[src/fdc_regs_pkg.sv]
// ----------------------------------------------------------------------------
// fdc_regs_pkg
// Shared types, codes and constants for the floppy controller register block.
// ----------------------------------------------------------------------------
package fdc_regs_pkg;

   // Number of drives on the select lines of latch A
   localparam int DRIVE_COUNT = 4;
   localparam int SEL_LIMIT   = (DRIVE_COUNT < 4) ? DRIVE_COUNT : 4;

   // Configuration register indexes
   localparam logic [1:0] CSR_VARIANT      = 2'd0;
   localparam logic [1:0] CSR_DRIVE_BYPASS = 2'd1;
   localparam logic [1:0] CSR_CHANGE_CLEAR = 2'd2;

   // Transaction kinds
   localparam logic [3:0] CMD_REG_WRITE = 4'd0;
   localparam logic [3:0] CMD_REG_READ  = 4'd1;
   localparam logic [3:0] CMD_LATCH_A   = 4'd2;
   localparam logic [3:0] CMD_LATCH_B   = 4'd3;
   localparam logic [3:0] CMD_BYTE      = 4'd4;
   localparam logic [3:0] CMD_GETDATA   = 4'd5;
   localparam logic [3:0] CMD_DONE      = 4'd6;
   localparam logic [3:0] CMD_NOTFOUND  = 4'd7;
   localparam logic [3:0] CMD_DATACRC   = 4'd8;
   localparam logic [3:0] CMD_HDRCRC    = 4'd9;
   localparam logic [3:0] CMD_WPROT     = 4'd10;
   localparam logic [3:0] CMD_INDEX     = 4'd11;
   localparam logic [3:0] CMD_SPINDOWN  = 4'd12;

   // Register addresses
   localparam logic [1:0] REG_CMD_STATUS = 2'd0;
   localparam logic [1:0] REG_TRACK      = 2'd1;
   localparam logic [1:0] REG_SECTOR     = 2'd2;
   localparam logic [1:0] REG_DATA       = 2'd3;

   // Controller opcodes (upper nibble of the command byte)
   localparam logic [3:0] OPC_RESTORE     = 4'h0;
   localparam logic [3:0] OPC_SEEK        = 4'h1;
   localparam logic [3:0] OPC_STEP        = 4'h2;
   localparam logic [3:0] OPC_STEP_U      = 4'h3;
   localparam logic [3:0] OPC_STEP_IN     = 4'h4;
   localparam logic [3:0] OPC_STEP_IN_U   = 4'h5;
   localparam logic [3:0] OPC_STEP_OUT    = 4'h6;
   localparam logic [3:0] OPC_STEP_OUT_U  = 4'h7;
   localparam logic [3:0] OPC_READ_SECTOR = 4'h8;
   localparam logic [3:0] OPC_WRITE_SECT  = 4'hA;
   localparam logic [3:0] OPC_READ_ADDR   = 4'hC;
   localparam logic [3:0] OPC_FORCE_INT   = 4'hD;
   localparam logic [3:0] OPC_FORMAT      = 4'hF;

   // Interrupt and data-request actions
   localparam logic [1:0] ACT_NONE  = 2'd0;
   localparam logic [1:0] ACT_RAISE = 2'd1;
   localparam logic [1:0] ACT_CLEAR = 2'd2;

   // Drive requests
   localparam logic [2:0] OP_NONE         = 3'd0;
   localparam logic [2:0] OP_SEEK         = 3'd1;
   localparam logic [2:0] OP_READ_SECTOR  = 3'd2;
   localparam logic [2:0] OP_WRITE_SECTOR = 3'd3;
   localparam logic [2:0] OP_READ_ADDR    = 3'd4;
   localparam logic [2:0] OP_FORMAT       = 3'd5;
   localparam logic [2:0] OP_STOP_ALL     = 3'd6;
   localparam logic [2:0] OP_STOP_CURRENT = 3'd7;

   // Step directions
   localparam logic [1:0] DIR_NONE = 2'd0;
   localparam logic [1:0] DIR_IN   = 2'd1;
   localparam logic [1:0] DIR_OUT  = 2'd2;

   // Status values
   localparam logic [7:0] ST_TYPE1      = 8'h21;
   localparam logic [7:0] ST_MOTOR      = 8'h80;
   localparam logic [7:0] ST_RD_BUSY    = 8'h81;
   localparam logic [7:0] ST_WR_BUSY    = 8'h83;
   localparam logic [7:0] ST_OVERRUN    = 8'h84;
   localparam logic [7:0] ST_TRK0       = 8'h04;
   localparam logic [7:0] ST_BUSY       = 8'h01;
   localparam logic [7:0] ST_DRQ        = 8'h02;
   localparam logic [7:0] ST_RNF_ERR    = 8'h10;
   localparam logic [7:0] ST_CRC_ERR    = 8'h08;
   localparam logic [7:0] ST_HDRCRC_ERR = 8'h18;
   localparam logic [7:0] ST_WPROT_ERR  = 8'h40;

   localparam logic [2:0] INDEX_MAX     = 3'd7;
   localparam logic [2:0] INDEX_RNF     = 3'd5;

   typedef struct packed {
      logic       variant;
      logic       drive_bypass;
      logic       change_clear_enable;
   } cfg_type;

   typedef struct packed {
      logic [3:0] cmd;
      logic [1:0] reg_addr;
      logic [7:0] value;
      logic       last_byte;
      logic       disc_present;
   } req_type;

   typedef struct packed {
      logic [7:0] read_data;
      logic       data_valid;
      logic [1:0] irq_action;
      logic [1:0] drq_action;
      logic [2:0] drive_op;
      logic [7:0] drive_track;
      logic [7:0] drive_sector;
      logic       drive_side;
      logic       drive_density;
      logic [1:0] drive_select;
      logic       motor_on;
      logic       change_clear;
   } rsp_type;

endpackage

[src/fdc_regs_exec.sv]
// ----------------------------------------------------------------------------
// fdc_regs_exec
// Controller register file and the decode of one transaction: next state and
// result are worked out in one pass, state is updated when step is high.
// ----------------------------------------------------------------------------
module fdc_regs_exec (
   input  logic                  clock,
   input  logic                  reset,
   input  logic                  step,
   input  fdc_regs_pkg::cfg_type cfg,
   input  fdc_regs_pkg::req_type req,
   output fdc_regs_pkg::rsp_type rsp
);
   import fdc_regs_pkg::*;

   logic [7:0] command_ff, command_in;
   logic [7:0] track_ff, track_in;
   logic [7:0] sector_ff, sector_in;
   logic [7:0] status_ff, status_in;
   logic [7:0] data_ff, data_in;
   logic [7:0] head_ff, head_in;
   logic [1:0] dir_ff, dir_in;
   logic       side_ff, side_in;
   logic       dens_ff, dens_in;
   logic       written_ff, written_in;
   logic [2:0] index_ff, index_in;
   logic       rnf_ff, rnf_in;
   logic [1:0] select_ff, select_in;
   logic       motor_ff, motor_in;
   logic       nrdy_ff, nrdy_in;

   logic [3:0] opc;
   logic [3:0] done_opc;
   logic [7:0] trk0;
   logic [7:0] head_up;
   logic [7:0] head_down;

   assign opc       = req.value[7:4];
   assign done_opc  = command_ff[7:4];
   assign trk0      = (head_ff == 8'd0) ? ST_TRK0 : 8'd0;
   assign head_up   = (head_ff != 8'hFF) ? head_ff + 8'd1 : head_ff;
   assign head_down = (head_ff != 8'd0) ? head_ff - 8'd1 : head_ff;

   // Transaction decode
   always_comb begin
      command_in = command_ff;
      track_in   = track_ff;
      sector_in  = sector_ff;
      status_in  = status_ff;
      data_in    = data_ff;
      head_in    = head_ff;
      dir_in     = dir_ff;
      side_in    = side_ff;
      dens_in    = dens_ff;
      written_in = written_ff;
      index_in   = index_ff;
      rnf_in     = rnf_ff;
      select_in  = select_ff;
      motor_in   = motor_ff;
      nrdy_in    = nrdy_ff;
      rsp        = '0;

      unique case (req.cmd)
         CMD_REG_WRITE: begin
            unique case (req.reg_addr)
               REG_CMD_STATUS: begin
                  // busy rejects all but force interrupt
                  if (!(status_ff[0] && opc != OPC_FORCE_INT)) begin
                     command_in = req.value;
                     unique case (opc)
                        OPC_RESTORE: begin
                           status_in = ST_MOTOR | ST_TYPE1 | trk0;
                           if (!cfg.drive_bypass) rsp.drive_op = OP_SEEK;
                        end
                        OPC_SEEK: begin
                           status_in = ST_MOTOR | ST_TYPE1 | trk0;
                           if (!cfg.drive_bypass) begin
                              rsp.drive_op    = OP_SEEK;
                              rsp.drive_track = data_ff;
                           end
                        end
                        OPC_STEP, OPC_STEP_U: begin
                           status_in = ST_MOTOR | ST_TYPE1 | trk0;
                           if (dir_ff == DIR_IN) head_in = head_up;
                           else if (dir_ff == DIR_OUT) head_in = head_down;
                           if (!cfg.drive_bypass) begin
                              rsp.drive_op    = OP_SEEK;
                              rsp.drive_track = head_in;
                           end
                        end
                        OPC_STEP_IN, OPC_STEP_IN_U: begin
                           status_in = ST_MOTOR | ST_TYPE1 | trk0;
                           head_in   = head_up;
                           dir_in    = DIR_IN;
                           if (!cfg.drive_bypass) begin
                              rsp.drive_op    = OP_SEEK;
                              rsp.drive_track = head_up;
                           end
                        end
                        OPC_STEP_OUT, OPC_STEP_OUT_U: begin
                           status_in = ST_MOTOR | ST_TYPE1 | trk0;
                           head_in   = head_down;
                           dir_in    = DIR_OUT;
                           if (!cfg.drive_bypass) begin
                              rsp.drive_op    = OP_SEEK;
                              rsp.drive_track = head_down;
                           end
                        end
                        OPC_READ_SECTOR: begin
                           status_in = ST_RD_BUSY;
                           index_in  = 3'd0;
                           rnf_in    = 1'b1;
                           if (!cfg.drive_bypass) begin
                              rsp.drive_op     = OP_READ_SECTOR;
                              rsp.drive_track  = track_ff;
                              rsp.drive_sector = sector_ff;
                           end
                        end
                        OPC_WRITE_SECT: begin
                           status_in      = ST_WR_BUSY;
                           rsp.drq_action = ACT_RAISE;
                           written_in     = 1'b0;
                           index_in       = 3'd0;
                           rnf_in         = 1'b1;
                           if (!cfg.drive_bypass) begin
                              rsp.drive_op     = OP_WRITE_SECTOR;
                              rsp.drive_track  = track_ff;
                              rsp.drive_sector = sector_ff;
                           end
                        end
                        OPC_READ_ADDR: begin
                           status_in = ST_RD_BUSY;
                           index_in  = 3'd0;
                           rnf_in    = 1'b1;
                           if (!cfg.drive_bypass) begin
                              rsp.drive_op    = OP_READ_ADDR;
                              rsp.drive_track = track_ff;
                           end
                        end
                        OPC_FORCE_INT: begin
                           status_in = ST_MOTOR | trk0;
                           if (req.value[3]) rsp.irq_action = ACT_RAISE;
                           if (!cfg.drive_bypass) rsp.drive_op = OP_STOP_ALL;
                        end
                        OPC_FORMAT: begin
                           status_in = ST_RD_BUSY;
                           if (!cfg.drive_bypass) begin
                              rsp.drive_op    = OP_FORMAT;
                              rsp.drive_track = track_ff;
                           end
                        end
                        default: begin
                           // undefined opcodes end in an error
                           status_in      = ST_RNF_ERR;
                           rsp.irq_action = ACT_RAISE;
                        end
                     endcase
                  end
               end
               REG_TRACK:  track_in  = req.value;
               REG_SECTOR: sector_in = req.value;
               REG_DATA: begin
                  rsp.drq_action = ACT_CLEAR;
                  status_in      = status_ff & ~ST_DRQ;
                  data_in        = req.value;
                  written_in     = 1'b1;
               end
            endcase
         end

         CMD_REG_READ: begin
            unique case (req.reg_addr)
               REG_CMD_STATUS: begin
                  rsp.irq_action = ACT_CLEAR;
                  rsp.read_data  = cfg.variant ? {nrdy_ff, status_ff[6:0]} : status_ff;
               end
               REG_TRACK:  rsp.read_data = track_ff;
               REG_SECTOR: rsp.read_data = sector_ff;
               REG_DATA: begin
                  rsp.drq_action = ACT_CLEAR;
                  status_in      = status_ff & ~ST_DRQ;
                  rsp.read_data  = data_ff;
               end
            endcase
         end

         CMD_LATCH_A: begin
            // highest numbered cleared select bit wins
            if (!cfg.drive_bypass) begin
               for (int d = 0; d < SEL_LIMIT; d++) begin
                  if (!req.value[d]) select_in = 2'(d);
               end
               motor_in = !req.value[5];
            end
            side_in = !req.value[4];
            nrdy_in = !(motor_in && req.disc_present && !cfg.drive_bypass);
            rsp.change_clear = !req.value[7] && req.disc_present && cfg.change_clear_enable;
         end

         CMD_LATCH_B: begin
            dens_in = cfg.variant ? req.value[2] : !req.value[1];
         end

         CMD_BYTE: begin
            if (status_ff[1]) begin
               // overrun: stop the drive even in bypass
               status_in      = ST_OVERRUN;
               rsp.irq_action = ACT_RAISE;
               rsp.drive_op   = OP_STOP_CURRENT;
            end else begin
               data_in        = req.value;
               status_in      = status_ff | ST_DRQ;
               rsp.drq_action = ACT_RAISE;
            end
         end

         CMD_GETDATA: begin
            if (written_ff) begin
               if (!req.last_byte) begin
                  rsp.drq_action = ACT_RAISE;
                  status_in      = status_ff | ST_DRQ;
               end
               written_in     = 1'b0;
               rsp.read_data  = data_ff;
               rsp.data_valid = 1'b1;
            end
         end

         CMD_DONE: begin
            rnf_in = 1'b0;
            unique case (done_opc)
               OPC_RESTORE: begin
                  head_in        = 8'd0;
                  track_in       = 8'd0;
                  status_in      = ST_OVERRUN;
                  rsp.irq_action = ACT_RAISE;
               end
               OPC_SEEK: begin
                  head_in        = data_ff;
                  track_in       = data_ff;
                  status_in      = ST_MOTOR | ((data_ff == 8'd0) ? ST_TRK0 : 8'd0);
                  rsp.irq_action = ACT_RAISE;
               end
               OPC_STEP_U, OPC_STEP_IN_U, OPC_STEP_OUT_U: begin
                  track_in       = head_ff;
                  status_in      = ST_MOTOR | trk0;
                  rsp.irq_action = ACT_RAISE;
               end
               OPC_STEP, OPC_STEP_IN, OPC_STEP_OUT: begin
                  status_in      = ST_MOTOR | trk0;
                  rsp.irq_action = ACT_RAISE;
               end
               OPC_READ_SECTOR: begin
                  status_in      = ST_MOTOR | (status_ff & ST_TRK0);
                  rsp.irq_action = ACT_RAISE;
               end
               OPC_READ_ADDR: begin
                  status_in      = ST_MOTOR | (status_ff & ST_TRK0);
                  rsp.irq_action = ACT_RAISE;
                  sector_in      = track_ff;
               end
               OPC_WRITE_SECT, OPC_FORMAT: begin
                  status_in      = ST_MOTOR;
                  rsp.irq_action = ACT_RAISE;
               end
               default: begin
                  // force interrupt and undefined opcodes only disarm
               end
            endcase
         end

         CMD_NOTFOUND: begin
            status_in      = ST_RNF_ERR;
            rsp.irq_action = ACT_RAISE;
         end
         CMD_DATACRC: begin
            status_in      = ST_CRC_ERR;
            rsp.irq_action = ACT_RAISE;
         end
         CMD_HDRCRC: begin
            status_in      = ST_HDRCRC_ERR;
            rsp.irq_action = ACT_RAISE;
         end
         CMD_WPROT: begin
            status_in      = ST_WPROT_ERR;
            rsp.irq_action = ACT_RAISE;
         end

         CMD_INDEX: begin
            if (index_ff != INDEX_MAX) index_in = index_ff + 3'd1;
            if (index_in == INDEX_RNF && rnf_ff) begin
               status_in      = ST_RNF_ERR;
               rsp.irq_action = ACT_RAISE;
            end
         end

         CMD_SPINDOWN: begin
            status_in = status_ff & ~ST_MOTOR;
         end

         default: begin
            // unused transaction kinds
         end
      endcase

      rsp.drive_side    = side_in;
      rsp.drive_density = dens_in;
      rsp.drive_select  = select_in;
      rsp.motor_on      = motor_in;
   end

   // Register file
   always_ff @(posedge clock) begin
      if (reset) begin
         command_ff <= '0;
         track_ff   <= '0;
         sector_ff  <= '0;
         status_ff  <= '0;
         data_ff    <= '0;
         head_ff    <= '0;
         dir_ff     <= DIR_NONE;
         side_ff    <= 1'b0;
         dens_ff    <= 1'b0;
         written_ff <= 1'b0;
         index_ff   <= '0;
         rnf_ff     <= 1'b0;
         select_ff  <= '0;
         motor_ff   <= 1'b0;
         nrdy_ff    <= 1'b0;
      end else if (step) begin
         command_ff <= command_in;
         track_ff   <= track_in;
         sector_ff  <= sector_in;
         status_ff  <= status_in;
         data_ff    <= data_in;
         head_ff    <= head_in;
         dir_ff     <= dir_in;
         side_ff    <= side_in;
         dens_ff    <= dens_in;
         written_ff <= written_in;
         index_ff   <= index_in;
         rnf_ff     <= rnf_in;
         select_ff  <= select_in;
         motor_ff   <= motor_in;
         nrdy_ff    <= nrdy_in;
      end
   end

endmodule

[src/floppy_controller_registers_top.sv]
// ----------------------------------------------------------------------------
// floppy_controller_registers_top
// Floppy controller command/status front end with request and response
// channels and a small configuration write port.
// ----------------------------------------------------------------------------
// One transaction is accepted per clock and each gives exactly one response,
// in order. A transaction passes an input register, is decoded combinationally
// against the controller registers and lands in the response register, which
// offers it. Throughput is one per cycle while the response side keeps taking;
// req_ready drops only when both the input and the response register hold a
// transaction and the response is not being taken. Configuration writes take
// effect at once and belong to idle periods.
module floppy_controller_registers_top (
   input  logic       clock,
   input  logic       reset,

   input  logic       req_valid,
   output logic       req_ready,
   input  logic [3:0] req_cmd,
   input  logic [1:0] req_reg_addr,
   input  logic [7:0] req_value,
   input  logic       req_last_byte,
   input  logic       req_disc_present,

   output logic       rsp_valid,
   input  logic       rsp_ready,
   output logic [7:0] rsp_read_data,
   output logic       rsp_data_valid,
   output logic [1:0] rsp_irq_action,
   output logic [1:0] rsp_drq_action,
   output logic [2:0] rsp_drive_op,
   output logic [7:0] rsp_drive_track,
   output logic [7:0] rsp_drive_sector,
   output logic       rsp_drive_side,
   output logic       rsp_drive_density,
   output logic [1:0] rsp_drive_select,
   output logic       rsp_motor_on,
   output logic       rsp_change_clear,

   input  logic       csr_we,
   input  logic [1:0] csr_index,
   input  logic [0:0] csr_wdata
);
   import fdc_regs_pkg::*;

   cfg_type    cfg_ff;
   req_type    in_ff;
   logic       in_valid_ff, in_valid_in;
   rsp_type    rsp_ff, rsp_next;
   logic       rsp_valid_ff, rsp_valid_in;
   logic       req_fire;
   logic       advance;

   assign advance     = in_valid_ff && (!rsp_valid_ff || rsp_ready);
   assign req_ready   = !in_valid_ff || advance;
   assign req_fire    = req_valid && req_ready;
   assign in_valid_in = req_fire || (in_valid_ff && !advance);
   assign rsp_valid_in = advance || (rsp_valid_ff && !rsp_ready);

   // Configuration registers
   always_ff @(posedge clock) begin
      if (reset) begin
         cfg_ff <= '0;
      end else if (csr_we) begin
         unique case (csr_index)
            CSR_VARIANT:      cfg_ff.variant             <= csr_wdata[0];
            CSR_DRIVE_BYPASS: cfg_ff.drive_bypass        <= csr_wdata[0];
            CSR_CHANGE_CLEAR: cfg_ff.change_clear_enable <= csr_wdata[0];
            default: begin
               // no register at this index
            end
         endcase
      end
   end

   // Input register
   always_ff @(posedge clock) begin
      if (reset) begin
         in_valid_ff <= 1'b0;
      end else begin
         in_valid_ff <= in_valid_in;
      end
      if (req_fire) begin
         in_ff <= '{cmd: req_cmd, reg_addr: req_reg_addr, value: req_value,
                    last_byte: req_last_byte, disc_present: req_disc_present};
      end
   end

   fdc_regs_exec u_exec (
      .clock (clock),
      .reset (reset),
      .step  (advance),
      .cfg   (cfg_ff),
      .req   (in_ff),
      .rsp   (rsp_next)
   );

   // Response register
   always_ff @(posedge clock) begin
      if (reset) begin
         rsp_valid_ff <= 1'b0;
      end else begin
         rsp_valid_ff <= rsp_valid_in;
      end
      if (advance) begin
         rsp_ff <= rsp_next;
      end
   end

   assign rsp_valid         = rsp_valid_ff;
   assign rsp_read_data     = rsp_ff.read_data;
   assign rsp_data_valid    = rsp_ff.data_valid;
   assign rsp_irq_action    = rsp_ff.irq_action;
   assign rsp_drq_action    = rsp_ff.drq_action;
   assign rsp_drive_op      = rsp_ff.drive_op;
   assign rsp_drive_track   = rsp_ff.drive_track;
   assign rsp_drive_sector  = rsp_ff.drive_sector;
   assign rsp_drive_side    = rsp_ff.drive_side;
   assign rsp_drive_density = rsp_ff.drive_density;
   assign rsp_drive_select  = rsp_ff.drive_select;
   assign rsp_motor_on      = rsp_ff.motor_on;
   assign rsp_change_clear  = rsp_ff.change_clear;

endmodule

[config.mk]
export PLATFORM = sky130hd
export DESIGN_NAME = floppy_controller_registers_top
export DESIGN_NICKNAME = d
export VERILOG_FILES = /design/src/fdc_regs_pkg.sv /design/src/fdc_regs_exec.sv /design/src/floppy_controller_registers_top.sv
export SDC_FILE = /design/constraint.sdc
export NUM_CORES = 1
export LEC_CHECK = 0
export BUFFER_PORTS_ARGS = -buffer_cell sky130_fd_sc_hd__buf_4
export CAP_MARGIN = 20
export CORE_MARGIN = 10
export CORE_UTILIZATION = 35
export DETAILED_ROUTE_END_ITERATION = 12
export PLACE_DENSITY = 0.59
export SYNTH_ARGS = -nofsm -noshare
export SYNTH_HDL_FRONTEND = slang
export SYNTH_SLANG_ARGS = --single-unit
[constraint.sdc]
create_clock -name clock -period 2.5 [get_ports clock]
set_input_delay 0.25 -clock clock [delete_from_list [all_inputs] [get_ports clock]]
set_output_delay 0.25 -clock clock [all_outputs]
set_load 0.01 [all_outputs]
Word level (Yosys, flattened, before mapping)
Index checks and enable logic that the tools add are counted.
{ "word_totals": {"regBits": 120, "latch_bits": 0, "mem_bits_rw": 0, "rom_bits": 0, "inputBits": 24, "elab_cells": 285, "mem_count": 0} }
{ "op_classes": {"n_addsub": 3, "n_mul": 0, "div": 0, "order_cmp": 0, "eq_ne": 69, "shifts": 0, "mux": 96, "bitwise_logic": 6, "reduce_logical": 71} }
{ "op_table": {"columns": ["cell", "count"], "rows": [
  ["two-way mux 8 bit", 18],
  ["case mux 8 bit (2 select lines)", 8],
  ["case mux 8 bit (11 select lines)", 1],
  ["case mux 8 bit (4 select lines)", 2],
  ["case mux 8 bit (8 select lines)", 1],
  ["== test 4 bit, second input constant", 14],
  ["== test 4 x 3 -> 1 bit, second input constant", 12],
  ["case mux 8 bit (3 select lines)", 2],
  ["two-way mux 9 bit", 5],
  ["case mux 8 bit (5 select lines)", 1],
  ["two-way mux 18 bit", 2],
  ["case mux 3 bit (10 select lines)", 1],
  ["two-way mux 3 bit", 9],
  ["two-way mux 2 bit", 13],
  ["== test 4 x 2 -> 1 bit, second input constant", 6],
  ["!= test 2 bit, second input constant", 12],
  ["OR reduction 12 bit", 2],
  ["two-way mux 23 bit", 1],
  ["two-way mux 11 bit", 2],
  ["AND reduction 10 bit", 2],
  ["AND reduction 5 bit", 4],
  ["two-way mux 1 bit", 19],
  ["two-way mux 19 bit", 1],
  ["zero test 8 bit", 2],
  ["40 further kinds", 105]
]} }

Longest topological paths before layout
Gate-level depths: netlist of the first run.
{ "logic_depth": {"word_depth": 12, "depth_mapped": 9, "mapped_depth_nobuf": 8} }

Cells and area by module
Synthesis of the first run repeated with hierarchy kept, for this count alone.
{ "unflattened": {"hier_cells": 772, "hier_area_um2": 6887.9} }
{ "modules_own_cells": {"columns": ["module", "n_inst", "cells_per_inst", "area_per_inst_um2"], "rows": [
  ["fdc_regs_exec", 1, 695, 5039.8],
  ["floppy_controller_registers_top", 1, 77, 1848.0]
]} }

Worst setup path after synthesis of the first run
OpenSTA, ideal clock, no wires.
{ "synth_path": {"path_kind": "register -> register", "from": "register u_exec.head_ff[0]", "to": "register u_exec.head_ff[6]", "arrival_time_ns": 2.192, "required_ns": 2.384, "slack_ns": 0.192, "stages_incl_launch_ff": 10, "path_buffers": 1, "synth_period_minus_slack_ns": 2.308, "path_cell_list": "dfxtp_1 -> clkbuf_1 -> inv_1 -> ha_1 -> nor2b_1 -> nand2_1 -> mux2_2 -> a211o_1 -> a32o_1 -> a41o_1"} }
{ "synth_via": {"elab_chain_cells": 11, "elab_cells_between_ends": 15, "cone_classes": "add/sub (2); eq/ne (1); mux (11); reduce/logical (1)"} }
{ "synth_rtl": {"columns": ["element", "line", "source"], "rows": [
  ["start, declared", "fdc_regs_exec.sv:21", "logic [7:0] head_ff, head_in;"],
  ["start signal, assigned", "fdc_regs_exec.sv:336", "head_ff <= head_in;"],
  ["subtractor 8 x 1 -> 8 bit or nonzero test 8 bit (tied branches)", "fdc_regs_exec.sv:42", "assign head_down = (head_ff != 8'd0) ? head_ff - 8'd1 : head_ff;"],
  ["two-way mux 8 bit", "fdc_regs_exec.sv:42", null],
  ["two-way mux 8 bit", "fdc_regs_exec.sv:85", "else if (dir_ff == DIR_OUT) head_in = head_down;"],
  ["two-way mux 8 bit", "fdc_regs_exec.sv:84", "if (dir_ff == DIR_IN) head_in = head_up;"],
  ["two-way mux 8 bit", null, null],
  ["two-way mux 8 bit", "fdc_regs_exec.sv:65", "unique case (req.reg_addr)"],
  ["two-way mux 8 bit", "fdc_regs_exec.sv:63", "unique case (req.cmd)"],
  ["case mux 8 bit (3 select lines) *", "fdc_regs_exec.sv:70", "unique case (opc)"],
  ["two-way mux 8 bit *", "fdc_regs_exec.sv:68", "if (!(status_ff[0] && opc != OPC_FORCE_INT)) begin"],
  ["two-way mux 8 bit *", "fdc_regs_exec.sv:65", null],
  ["case mux 8 bit (2 select lines) *", "fdc_regs_exec.sv:63", null]
]} }
Every way passes the cells marked *; elsewhere a longest branch is shown, timed or not. The select of a mux whose other input is x is not followed.
A chain may end at the register's enable or synchronous reset.

Worst setup path in the final report of the first run
{ "layout_path": {"from": "register u_exec.head_ff[0]", "to": "register rsp_ff, in the netlist rsp_drive_track[7], data pin"} }
{ "layout_via": {"elab_chain_cells": 9, "elab_cells_between_ends": 15, "cone_classes": "add/sub (2); eq/ne (1); mux (11); reduce/logical (1)"} }
{ "layout_rtl": {"columns": ["element", "line", "source"], "rows": [
  ["subtractor 8 x 1 -> 8 bit or nonzero test 8 bit (tied branches)", "fdc_regs_exec.sv:42", null],
  ["two-way mux 8 bit", "fdc_regs_exec.sv:42", null],
  ["two-way mux 8 bit", "fdc_regs_exec.sv:85", null],
  ["two-way mux 8 bit", "fdc_regs_exec.sv:84", null],
  ["two-way mux 8 bit", null, null],
  ["two-way mux 8 bit", "fdc_regs_exec.sv:65", null],
  ["two-way mux 8 bit", "fdc_regs_exec.sv:63", null],
  ["two-way mux 9 bit", "fdc_regs_exec.sv:86", "if (!cfg.drive_bypass) begin"],
  ["case mux 8 bit (8 select lines) *", "fdc_regs_exec.sv:70", null],
  ["end signal, assigned", "floppy_controller_registers_top.sv:106", "rsp_ff <= rsp_next;"],
  ["end, declared", "floppy_controller_registers_top.sv:49", "rsp_type rsp_ff, rsp_next;"]
]} }
Marked as above.

==> impl_metrics.py, run 1 <==
metrics = {
    "status": {
        "status": "finished, final reports clean",
    },
    "clock_tree": {
        "clkTransAtPathRegs_ns": 0.05,
        "root_buffer": "clkbuf_16",
        "clk_latency_ns": 0.43,
        "cts_buffers": 17,
        "clock-sinks": 116,
        "htree_levels": 4,
        "cts_tree": "yes",
        "clk_path_buf_depth": 2,
    },
    "global_routing": {
        "grt_pass1_vias": 6432,
        "grt_pass1_wl_mm": 35.9,
        "antenna_found_initial": 0,
        "grt_max_degree": 55,
        "grtUsageTotal": 0.175,
        "grt-ovfl-total": 0,
    },
    "setup_path": {
        "cp_cell_sequence": "or4b_2 -> o311ai_0 -> buf_4 -> nand4_1 -> a21oi_1 -> a21oi_1",
        "r2r_slack_ns": 0.11,
        "setup.worst_path.end_class": "register",
        "path_common_cell": "a21oi_1",
        "path_buf_inv": 1,
        "slowest_stage": "or4b_2",
        "path_class": "reg -> reg",
        "crit_required_ns": 2.64,
        "critPathMaxStageDelay_ns": 0.72,
        "critPathMaxFanout": 7,
        "cp_top_family": "simple AND/OR/NAND/NOR gates",
        "critPathLaunchType": "register",
        "cp_data_arrival_time_ns": 2.53,
    },
    "floorplan": {
        "die_h_um": 160,
        "rows": 51,
        "coreArea_um2": 19400,
        "start_util": 0.353,
        "dieWidth_um": 160,
        "dieArea_um2": 25600,
        "io_pins": 64,
    },
    "pwr": {
        "ir_drop_mv": 0.457,
        "p_leak_nw": 3.34,
        "powerDensity_nw_per_um2": 560,
    },
    "route": {
        "drt_iter0_markers": 681,
        "avgRoutedWirePerCell_um": 19.3,
        "first_pass_iters": 5,
        "routed_wl_mm": 22.6,
        "drc_errors": 0,
        "vias": 6630,
        "ant_nets": 0,
        "viasPerCell": 5.66,
    },
    "timing": {
        "max_freq_mhz": 419,
        "tightest_slew_ns": 0.621,
        "period_share": 0.956,
        "hold_viol_final": 0,
        "relSlewSlack": 0.586,
        "rsz0062_at_grt": "false",
        "finalSetupViolations": 0,
        "slew_violations": 0,
        "min_period_ns": 2.39,
        "setup_tns_ns": 0,
        "fin_skew_ns": 0.0114,
    },
    "finish": {
        "postLayoutCoreUtil": 0.450,
        "nNetsFinal": 928,
        "layout-drive-gt1-share": 0.208,
        "syn_to_final_growth_pct": 27.3,
        "fillers": 1940,
        "fin_area_um2": 8730,
        "insertedDiodeCount": 0,
        "top_register": "in_ff",
        "largest_reg_flops": 16,
    },
    "synthesis": {
        "yosysSeqAreaShare": 0.418,
        "yosys-top-cells-count": "nand2_1 (82), nor2_1 (82), a21oi_1 (67)",
        "synth-seq-cells": 116,
        "avgSynthCellArea_um2": 8.81,
        "yosysTopAreaCell": "edfxtp_1",
        "synthTopCellsByArea": "edfxtp_1 (24%), dfxtp_1 (18%), mux2i_1 (5.8%), a21oi_1 (4.9%), nand2_1 (4.5%)",
        "synth_nets": 812,
        "synth_edf_count": 54,
        "synthArstFlopShare": 0,
        "yosysWarnings": 0,
        "synth_cell_type_count": 81,
        "synth_cells": 778,
        "dominantRegCellSynth": "dfxtp_1",
        "netlist_area_um2": 6860,
        "yosysTopAreaCellShare": 0.236,
    },
    "placement": {
        "place_area_um2": 7990,
        "hpwlAfterDp_mm": 16.4,
        "io_buffer_count": 63,
        "gp_congestion": 0.903,
    },
    "worst_hold_path": {
        "hp-class": "in -> reg",
    },
    "flow_run": {
        "maxCapViolCount": 0,
    },
}
final timing paths:
path | start | to | cells past startpoint
worst min-delay path | req_value[7] | in_ff[9] | 1
worst min register to register | u_exec.dens_ff | u_exec.dens_ff | 2
worst max register to register | u_exec.head_ff[0] | rsp_drive_track[7] | 6
worst max-delay path | u_exec.head_ff[0] | rsp_drive_track[7] | 6
report_power, final:
part / internal (mW) / total, mW / switching, mW
Sequential: 2.05 / 2.11 / 0.0549
Clock: 1.40 / 2.29 / 0.885
Combinational: 0.213 / 0.498 / 0.285
Total: 3.67 / 4.89 / 1.23
kinds of logic after synthesis:
logic type	after synthesis	synth area share
AOI/OAI and AO/OA	244	0.240
xor gates and xnor gates	6	0.00766
adders and majority gates	10	0.0182
buffers and inverters	76	0.0449
DFF	116	0.418
muxes	42	0.0617
and+or+nand+nor	284	0.210
metal layers:
metal	up-vias	track usage	wire length, um
li1	3147	-	-
met1	3174	0.230	10400
met2	264	0.271	10300
met3	45	0.0388	1360
met4	0	0.0730	605
met5	-	0	0
layout make-up:
cell class | count | area, um^2 | share of cell area
multi-input cells | 586 | 3720 | 0.426
inverters | 19 | 71.3 | 0.00817
flip-flops and latches | 116 | 2860 | 0.328
repair buffers | 154 | 1190 | 0.137
well taps | 265 | 332 | 0.0380
clock inverters | 8 | 48.8 | 0.00559
clock buffers | 24 | 504 | 0.0578
layout by cell type, fill, tap and decap left out, types with 4 or more instances in the layout:
cell type      netlist  routed
buf_4                1     139
nor2_1              82      82
nand2_1             82      82
a21oi_1             67      67
dfxtp_1             62      62
edfxtp_1            54      54
o21ai_0             50      50
mux2i_1             40      40
clkbuf_16            0      19
inv_1               19      18
nor3_1              17      17
dlygate4sd3_1        0      15
and2_1              14      14
a211oi_1            13      13
nand3_1             12      12
a22oi_1             11      11
a22o_1              10      10
ha_1                10      10
nand2b_1             9       9
nor2b_1              9       9
or3_1                9       9
a311oi_1             9       9
a31oi_1              8       8
o211ai_1             7       7
a222oi_1             7       7
xnor2_1              6       6
nand3b_1             5       5
a221oi_1             6       5
and3_1               5       5
a211o_1              5       5
nand4_1              5       5
o22ai_1              5       5
a21o_1               5       5
clkinv_2             0       5
a21boi_0             4       4
nand4b_1             4       4
o311ai_0             4       4
o31ai_1              5       4
nor4_1               4       4
clkbuf_1            43       4
timing repair:
item                                    CTS  global route
endpoints found under the setup margin    0            19
gates resized for setup                   0             3
hold buffers                             15             0
setup buffers                             0             3
hold endpoints to repair                 15             0
through the flow:
step                      hold WS [ns]  power (mW)  worst slack, ns  std cells
after floorplan                  0.349        2.39            0.192        778
after global placement           0.429        2.62            0.101       1122
after detailed placement         0.429        2.62           0.0860       1122
after CTS                      0.00406        4.93           0.0675       1169
after global routing           0.00458        5.07           0.0187       1172
final                           0.0164        4.89            0.111       1172
(Power assumes the default switching activity.)
==> run 2, diff against run 1 <==
CORE_UTILIZATION = 30   (was 35)
PLACE_DENSITY = 0.53   (was 0.59)
SKIP_LAST_GASP = 1   (was default)
==> run 2 against run 1 <==
Compared with the run above: register-to-register slack hardly changed; routed wire length shrank 1.8%; power grew 4.4%; clock power grew 9.2%; count of clock-buffer cells in the layout fell by 6; combinational power barely moved; non-clock buffer count down 3; core utilization shrank 5.9 points; worst setup slack better by 0.0073 ns; via count shrank 2.6%; die area grew 15%; final area up 1.0%; critical endpoint is now u_exec.head_ff[3]; largest power group unchanged.
==> impl_metrics.py, run 2 (same netlist as run 1, synthesis figures left out) <==
metrics = {
    "global_routing": {
        "antenna_found_initial": 0,
        "grt_pass1_wl_mm": 35.4,
        "grtUsageTotal": 0.154,
        "grt_pass1_vias": 6251,
        "grt-ovfl-total": 0,
        "grt_max_degree": 36,
    },
    "setup_path": {
        "cp_data_arrival_time_ns": 2.70,
        "setup.worst_path.end_class": "register",
        "critPathLaunchType": "register",
        "path_class": "reg -> reg",
        "startpoint": "u_exec.head_ff[1]",
        "cp_cell_sequence": "inv_1 -> ha_1 -> or4b_2 -> o2111ai_1 -> o221ai_1 -> a21oi_1 -> a211oi_1 -> a21o_1",
        "reg2reg_from": "u_exec.head_ff[1]",
        "critPathMaxStageDelay_ns": 0.70,
        "r2r_cells": 8,
        "crit_required_ns": 2.82,
        "slowest_stage": "or4b_2",
        "critPathMaxFanout": 6,
    },
    "route": {
        "routed_wl_mm": 22.2,
        "viasPerCell": 5.43,
        "drc_errors": 0,
        "first_pass_iters": 6,
        "avgRoutedWirePerCell_um": 18.7,
        "vias": 6457,
        "drt_iter0_markers": 443,
        "ant_nets": 0,
    },
    "floorplan": {
        "io_pins": 64,
        "dieWidth_um": 171,
        "dieArea_um2": 29300,
        "coreArea_um2": 22600,
        "start_util": 0.304,
        "die_h_um": 171,
        "rows": 55,
    },
    "finish": {
        "top_register": "in_ff",
        "nNetsFinal": 925,
        "layout_commonest_cell": "buf_4",
        "final_cell_count_no_fill": 1189,
        "multi_input_area_um2": 3720,
        "insertedDiodeCount": 0,
        "layout-drive-gt1-share": 0.210,
        "fin_area_um2": 8820,
        "final_cell_mix": "buf_4 (133), nor2_1 (81), nand2_1 (81), a21oi_1 (66), dfxtp_1 (62)",
        "syn_to_final_growth_pct": 28.6,
        "largest_reg_flops": 16,
        "fillers": 2255,
        "seq_area_um2": 2860,
    },
    "flow_run": {
        "maxCapViolCount": 0,
    },
    "timing": {
        "min_period_ns": 2.38,
        "holdWs_ns": 0.0504,
        "layout_setup_ws_ns": 0.118,
        "fin_skew_ns": 0.00945,
        "setup_tns_ns": 0,
        "finalSetupViolations": 0,
        "hold_viol_final": 0,
        "max_freq_mhz": 420,
        "relSlewSlack": 0.569,
        "slew_violations": 0,
        "tightest_slew_ns": 0.645,
        "period_share": 0.953,
        "rsz0062_at_grt": "false",
    },
    "pwr": {
        "clkPwrFrac": 0.490,
        "p_sw_frac": 0.248,
        "switchingPower_mw": 1.27,
        "pwr-share-seq": 0.412,
        "ir_drop_mv": 0.444,
        "internal-power_mw": 3.84,
        "powerDensity_nw_per_um2": 579,
        "combPwrFrac": 0.097,
        "p_leak_nw": 3.34,
    },
    "clock_tree": {
        "htree_levels": 4,
        "cts_buffers": 17,
        "clkTransAtPathRegs_ns": 0.06,
        "clock-sinks": 116,
        "clk_latency_ns": 0.43,
        "clk_path_buf_depth": 2,
        "cts_tree": "yes",
        "root_buffer": "clkbuf_16",
    },
    "placement": {
        "io_buffer_count": 63,
        "dp_worst_setup_slack_ns": 0.0246,
        "place_area_um2": 8020,
        "hpwlAfterDp_mm": 16.8,
        "dp_cells": 1139,
        "gp_congestion": 0.913,
    },
    "worst_hold_path": {
        "min_from": "req_valid",
        "whs_path_depth": 3,
        "hp-class": "in -> reg",
    },
    "status": {
        "status": "finished, final reports clean",
    },
}
[run 2: cell count changes in the layout (fill, tap and decap cells not counted), moves of 3 or more]
cell / previous run / this run
buf_4: 139 / 133
bufinv_16: 0 / 3
clkbuf_1: 4 / 1
clkinv_2: 5 / 0
clkinv_4: 2 / 5
inv_6: 0 / 3
[run 2: final timing paths]
check                           end  slack (ns)
setup / recovery  u_exec.head_ff[3]        0.12
hold / removal          in_valid_ff        0.05
setup reg to reg  u_exec.head_ff[3]        0.12
hold reg to reg      u_exec.dens_ff        0.47
[run 2: layout make-up]
class	count	share of cell area
inverters	19	0.00809
multi-input cells	586	0.422
clock buffers	18	0.0487
clock inverters	14	0.0203
repair buffers	151	0.136
well taps	285	0.0404
flip-flops and latches	116	0.325
[run 2: worst max-delay path, delay by kind of cell, from the launching register on]
| family | cells | cell delay, ns |
|---|---|---|
| simple gates | 1 | 0.70 |
| fa+ha+maj | 1 | 0.21 |
| compound gates | 5 | 0.88 |
| flops | 1 | 0.35 |
| buf+inv | 1 | 0.13 |
[run 2: repair_timing]
action	CTS	global route
hold endpoints to repair	16	0
hold buffers	16	0
resized for setup	0	6
setup buffers	0	2
endpoints found under the setup margin	0	17
[run 2: power by group through the flow]
stage / logic, mW / clock network, mW / registers [mW]
6_report: 0.497 / 2.50 / 2.11
4_1_cts: 0.491 / 2.56 / 2.11
2_1_floorplan: 0.259 / 0 / 2.14
3_3_place_gp: 0.470 / 0 / 2.15
5_1_grt: 0.545 / 2.63 / 2.11
3_5_place_dp: 0.469 / 0 / 2.15
[run 2: stage by stage]
stage	power, mW	util
after floorplan	2.39	-
after global placement	2.62	0.355
after detailed placement	2.62	0.355
after CTS	5.16	0.389
after global routing	5.29	0.391
final	5.11	0.391
[run 2: layer usage]
| metal | vias up | GRT usage | share of wire |
|---|---|---|---|
| li1 | 3159 | - | - |
| met5 | - | 0 | 0 |
| met2 | 182 | 0.236 | 0.46 |
| met4 | 0 | 0.0454 | 0.012 |
| met1 | 3095 | 0.215 | 0.48 |
| met3 | 21 | 0.0261 | 0.050 |
==> run 3, diff against run 2 <==
BUFFER_PORTS_ARGS = default   (was -buffer_cell sky130_fd_sc_hd__buf_4)
DONT_BUFFER_PORTS = 1   (was default)
PLACE_DENSITY = 0.51   (was 0.53)
clock period = 2.3 ns   (was 2.5 ns; I/O delays follow)
==> run 3 against run 2 <==
Compared with the run above: count of clock-buffer cells in the layout did not move; clock skew rose by 0.0038 ns; final area rose by 0.11%; die area did not move; via count rose by 0.88%; non-clock buffer count fell by 20; sequential power rose by 9.5%; first-iteration DRC count rose by 31%; fmax rose by 6.5%; cell count fell by 1.7%; critical path type unchanged; critical endpoint is now u_exec.head_ff[6]; highest routed layer unchanged.
==> impl_metrics.py, run 3 (same netlist as run 1, synthesis figures left out) <==
metrics = {
    "route": {
        "vias": 6514,
        "routed_wl_mm": 23.4,
        "viasPerCell": 5.57,
        "first_pass_iters": 6,
        "drc_errors": 0,
        "ant_nets": 0,
        "drt_iter0_markers": 579,
        "avgRoutedWirePerCell_um": 20.1,
    },
    "finish": {
        "insertedDiodeCount": 0,
        "top_register": "in_ff",
        "layout_commonest_cell": "buf_4",
        "fillers": 2270,
        "largest_reg_flops": 16,
        "syn_to_final_growth_pct": 28.7,
        "final_cell_mix": "buf_4 (108), nor2_1 (82), nand2_1 (82), a21oi_1 (64), dfxtp_1 (62)",
        "layout-drive-gt1-share": 0.209,
        "nNetsFinal": 905,
    },
    "floorplan": {
        "rows": 55,
        "io_pins": 64,
        "dieArea_um2": 29300,
        "dieWidth_um": 171,
        "start_util": 0.304,
        "coreArea_um2": 22600,
        "die_h_um": 171,
    },
    "setup_path": {
        "critPathMaxFanout": 3,
        "critPathLaunchType": "register",
        "cp_data_arrival_time_ns": 2.54,
        "path_class": "reg -> reg",
        "crit_required_ns": 2.60,
        "setup.worst_path.end_class": "register",
    },
    "timing": {
        "min_period_ns": 2.24,
        "rsz0062_at_grt": "true",
        "slew_violations": 0,
        "tightest_slew_ns": 0.800,
        "hold_viol_final": 0,
        "layout_setup_ws_ns": 0.0645,
        "finalSetupViolations": 0,
        "fin_skew_ns": 0.0133,
        "setup_tns_ns": 0,
        "relSlewSlack": 0.466,
        "max_freq_mhz": 447,
        "period_share": 0.972,
    },
    "clock_tree": {
        "clk_path_buf_depth": 2,
        "htree_levels": 4,
        "clock-sinks": 116,
        "clk_latency_ns": 0.42,
        "clkTransAtPathRegs_ns": 0.06,
        "cts_buffers": 17,
        "root_buffer": "clkbuf_16",
        "cts_tree": "yes",
    },
    "pwr": {
        "powerDensity_nw_per_um2": 631,
        "p_leak_nw": 3.29,
        "p_total_mw": 5.57,
        "ir_drop_mv": 0.457,
    },
    "worst_hold_path": {
        "hp-class": "in -> reg",
    },
    "placement": {
        "hpwlAfterDp_mm": 17.4,
        "dp_worst_setup_slack_ns": -0.0415,
        "io_buffer_count": 0,
        "gp_congestion": 0.905,
    },
    "global_routing": {
        "grt_pass1_wl_mm": 36.5,
        "grtUsageTotal": 0.159,
        "grt_max_degree": 56,
        "antenna_found_initial": 0,
        "grt_pass1_vias": 6378,
        "grt-ovfl-total": 0,
    },
    "flow_run": {
        "maxCapViolCount": 0,
    },
    "status": {
        "status": "finished, final reports clean",
    },
}
## run 3: report_power, final
| group | total, mW | internal (mW) | leakage, nW | switching [mW] |
|---|---|---|---|---|
| Clock | 2.76 | 1.74 | 0.291 | 1.02 |
| Combinational | 0.501 | 0.208 | 1.99 | 0.294 |
| Sequential | 2.31 | 2.23 | 1.00 | 0.0760 |
## run 3: routing by layer
metal,track usage,part of all wire
met2,0.245,0.46
met3,0.0300,0.047
met4,0.0514,0.015
met1,0.218,0.48
met5,0,0
## run 3: timing repair
action                                  in CTS  in global routing
hold endpoints to repair                    71                  0
gates cloned                                 0                  0
hold buffers                                19                  0
endpoints found under the setup margin       6                 25
pin swaps                                    0                  3
gates resized for setup                      2                 26
setup buffers                                0                  6
## run 3: per-stage QoR
step	area, um^2	instances	util	hold WS, ns
finish	8830	1169	0.391	0.0303
global route	8830	1169	0.391	0.0637
CTS	8660	1163	0.384	0.0129
detailed placement	7840	1112	0.347	0.319
global placement	7840	1112	0.347	0.316
floorplan	6860	778	-	0.329
## run 3: worst paths after layout
kind | startpoint | endpoint | slack [ns] | cells past startpoint
max | u_exec.head_ff[1] | u_exec.head_ff[6] | 0.06 | 9
min reg2reg | u_exec.dens_ff | u_exec.dens_ff | 0.46 | 2
max reg2reg | u_exec.head_ff[1] | u_exec.head_ff[6] | 0.06 | 9
min | rsp_ready | rsp_valid | 0.03 | 3
## run 3: area by class of cell
type / instances / area (um^2) / share of cell area
clock buffer: 18 / 439 / 0.0498
clock inverter: 14 / 174 / 0.0197
timing repair buffer: 131 / 1100 / 0.124
inverter: 19 / 71.3 / 0.00808
multi-input combinational: 586 / 3820 / 0.433
tap: 285 / 357 / 0.0404
sequential: 116 / 2860 / 0.324
## run 3: critical path, stage by stage (launching register included)
cell     delay (ns)
dfxtp_1        0.33
inv_1          0.09
ha_1           0.20
nor4b_4        0.27
buf_4          0.17
nor2_1         0.04
mux2_2         0.30
a211o_1        0.31
a32o_1         0.21
a41o_1         0.19
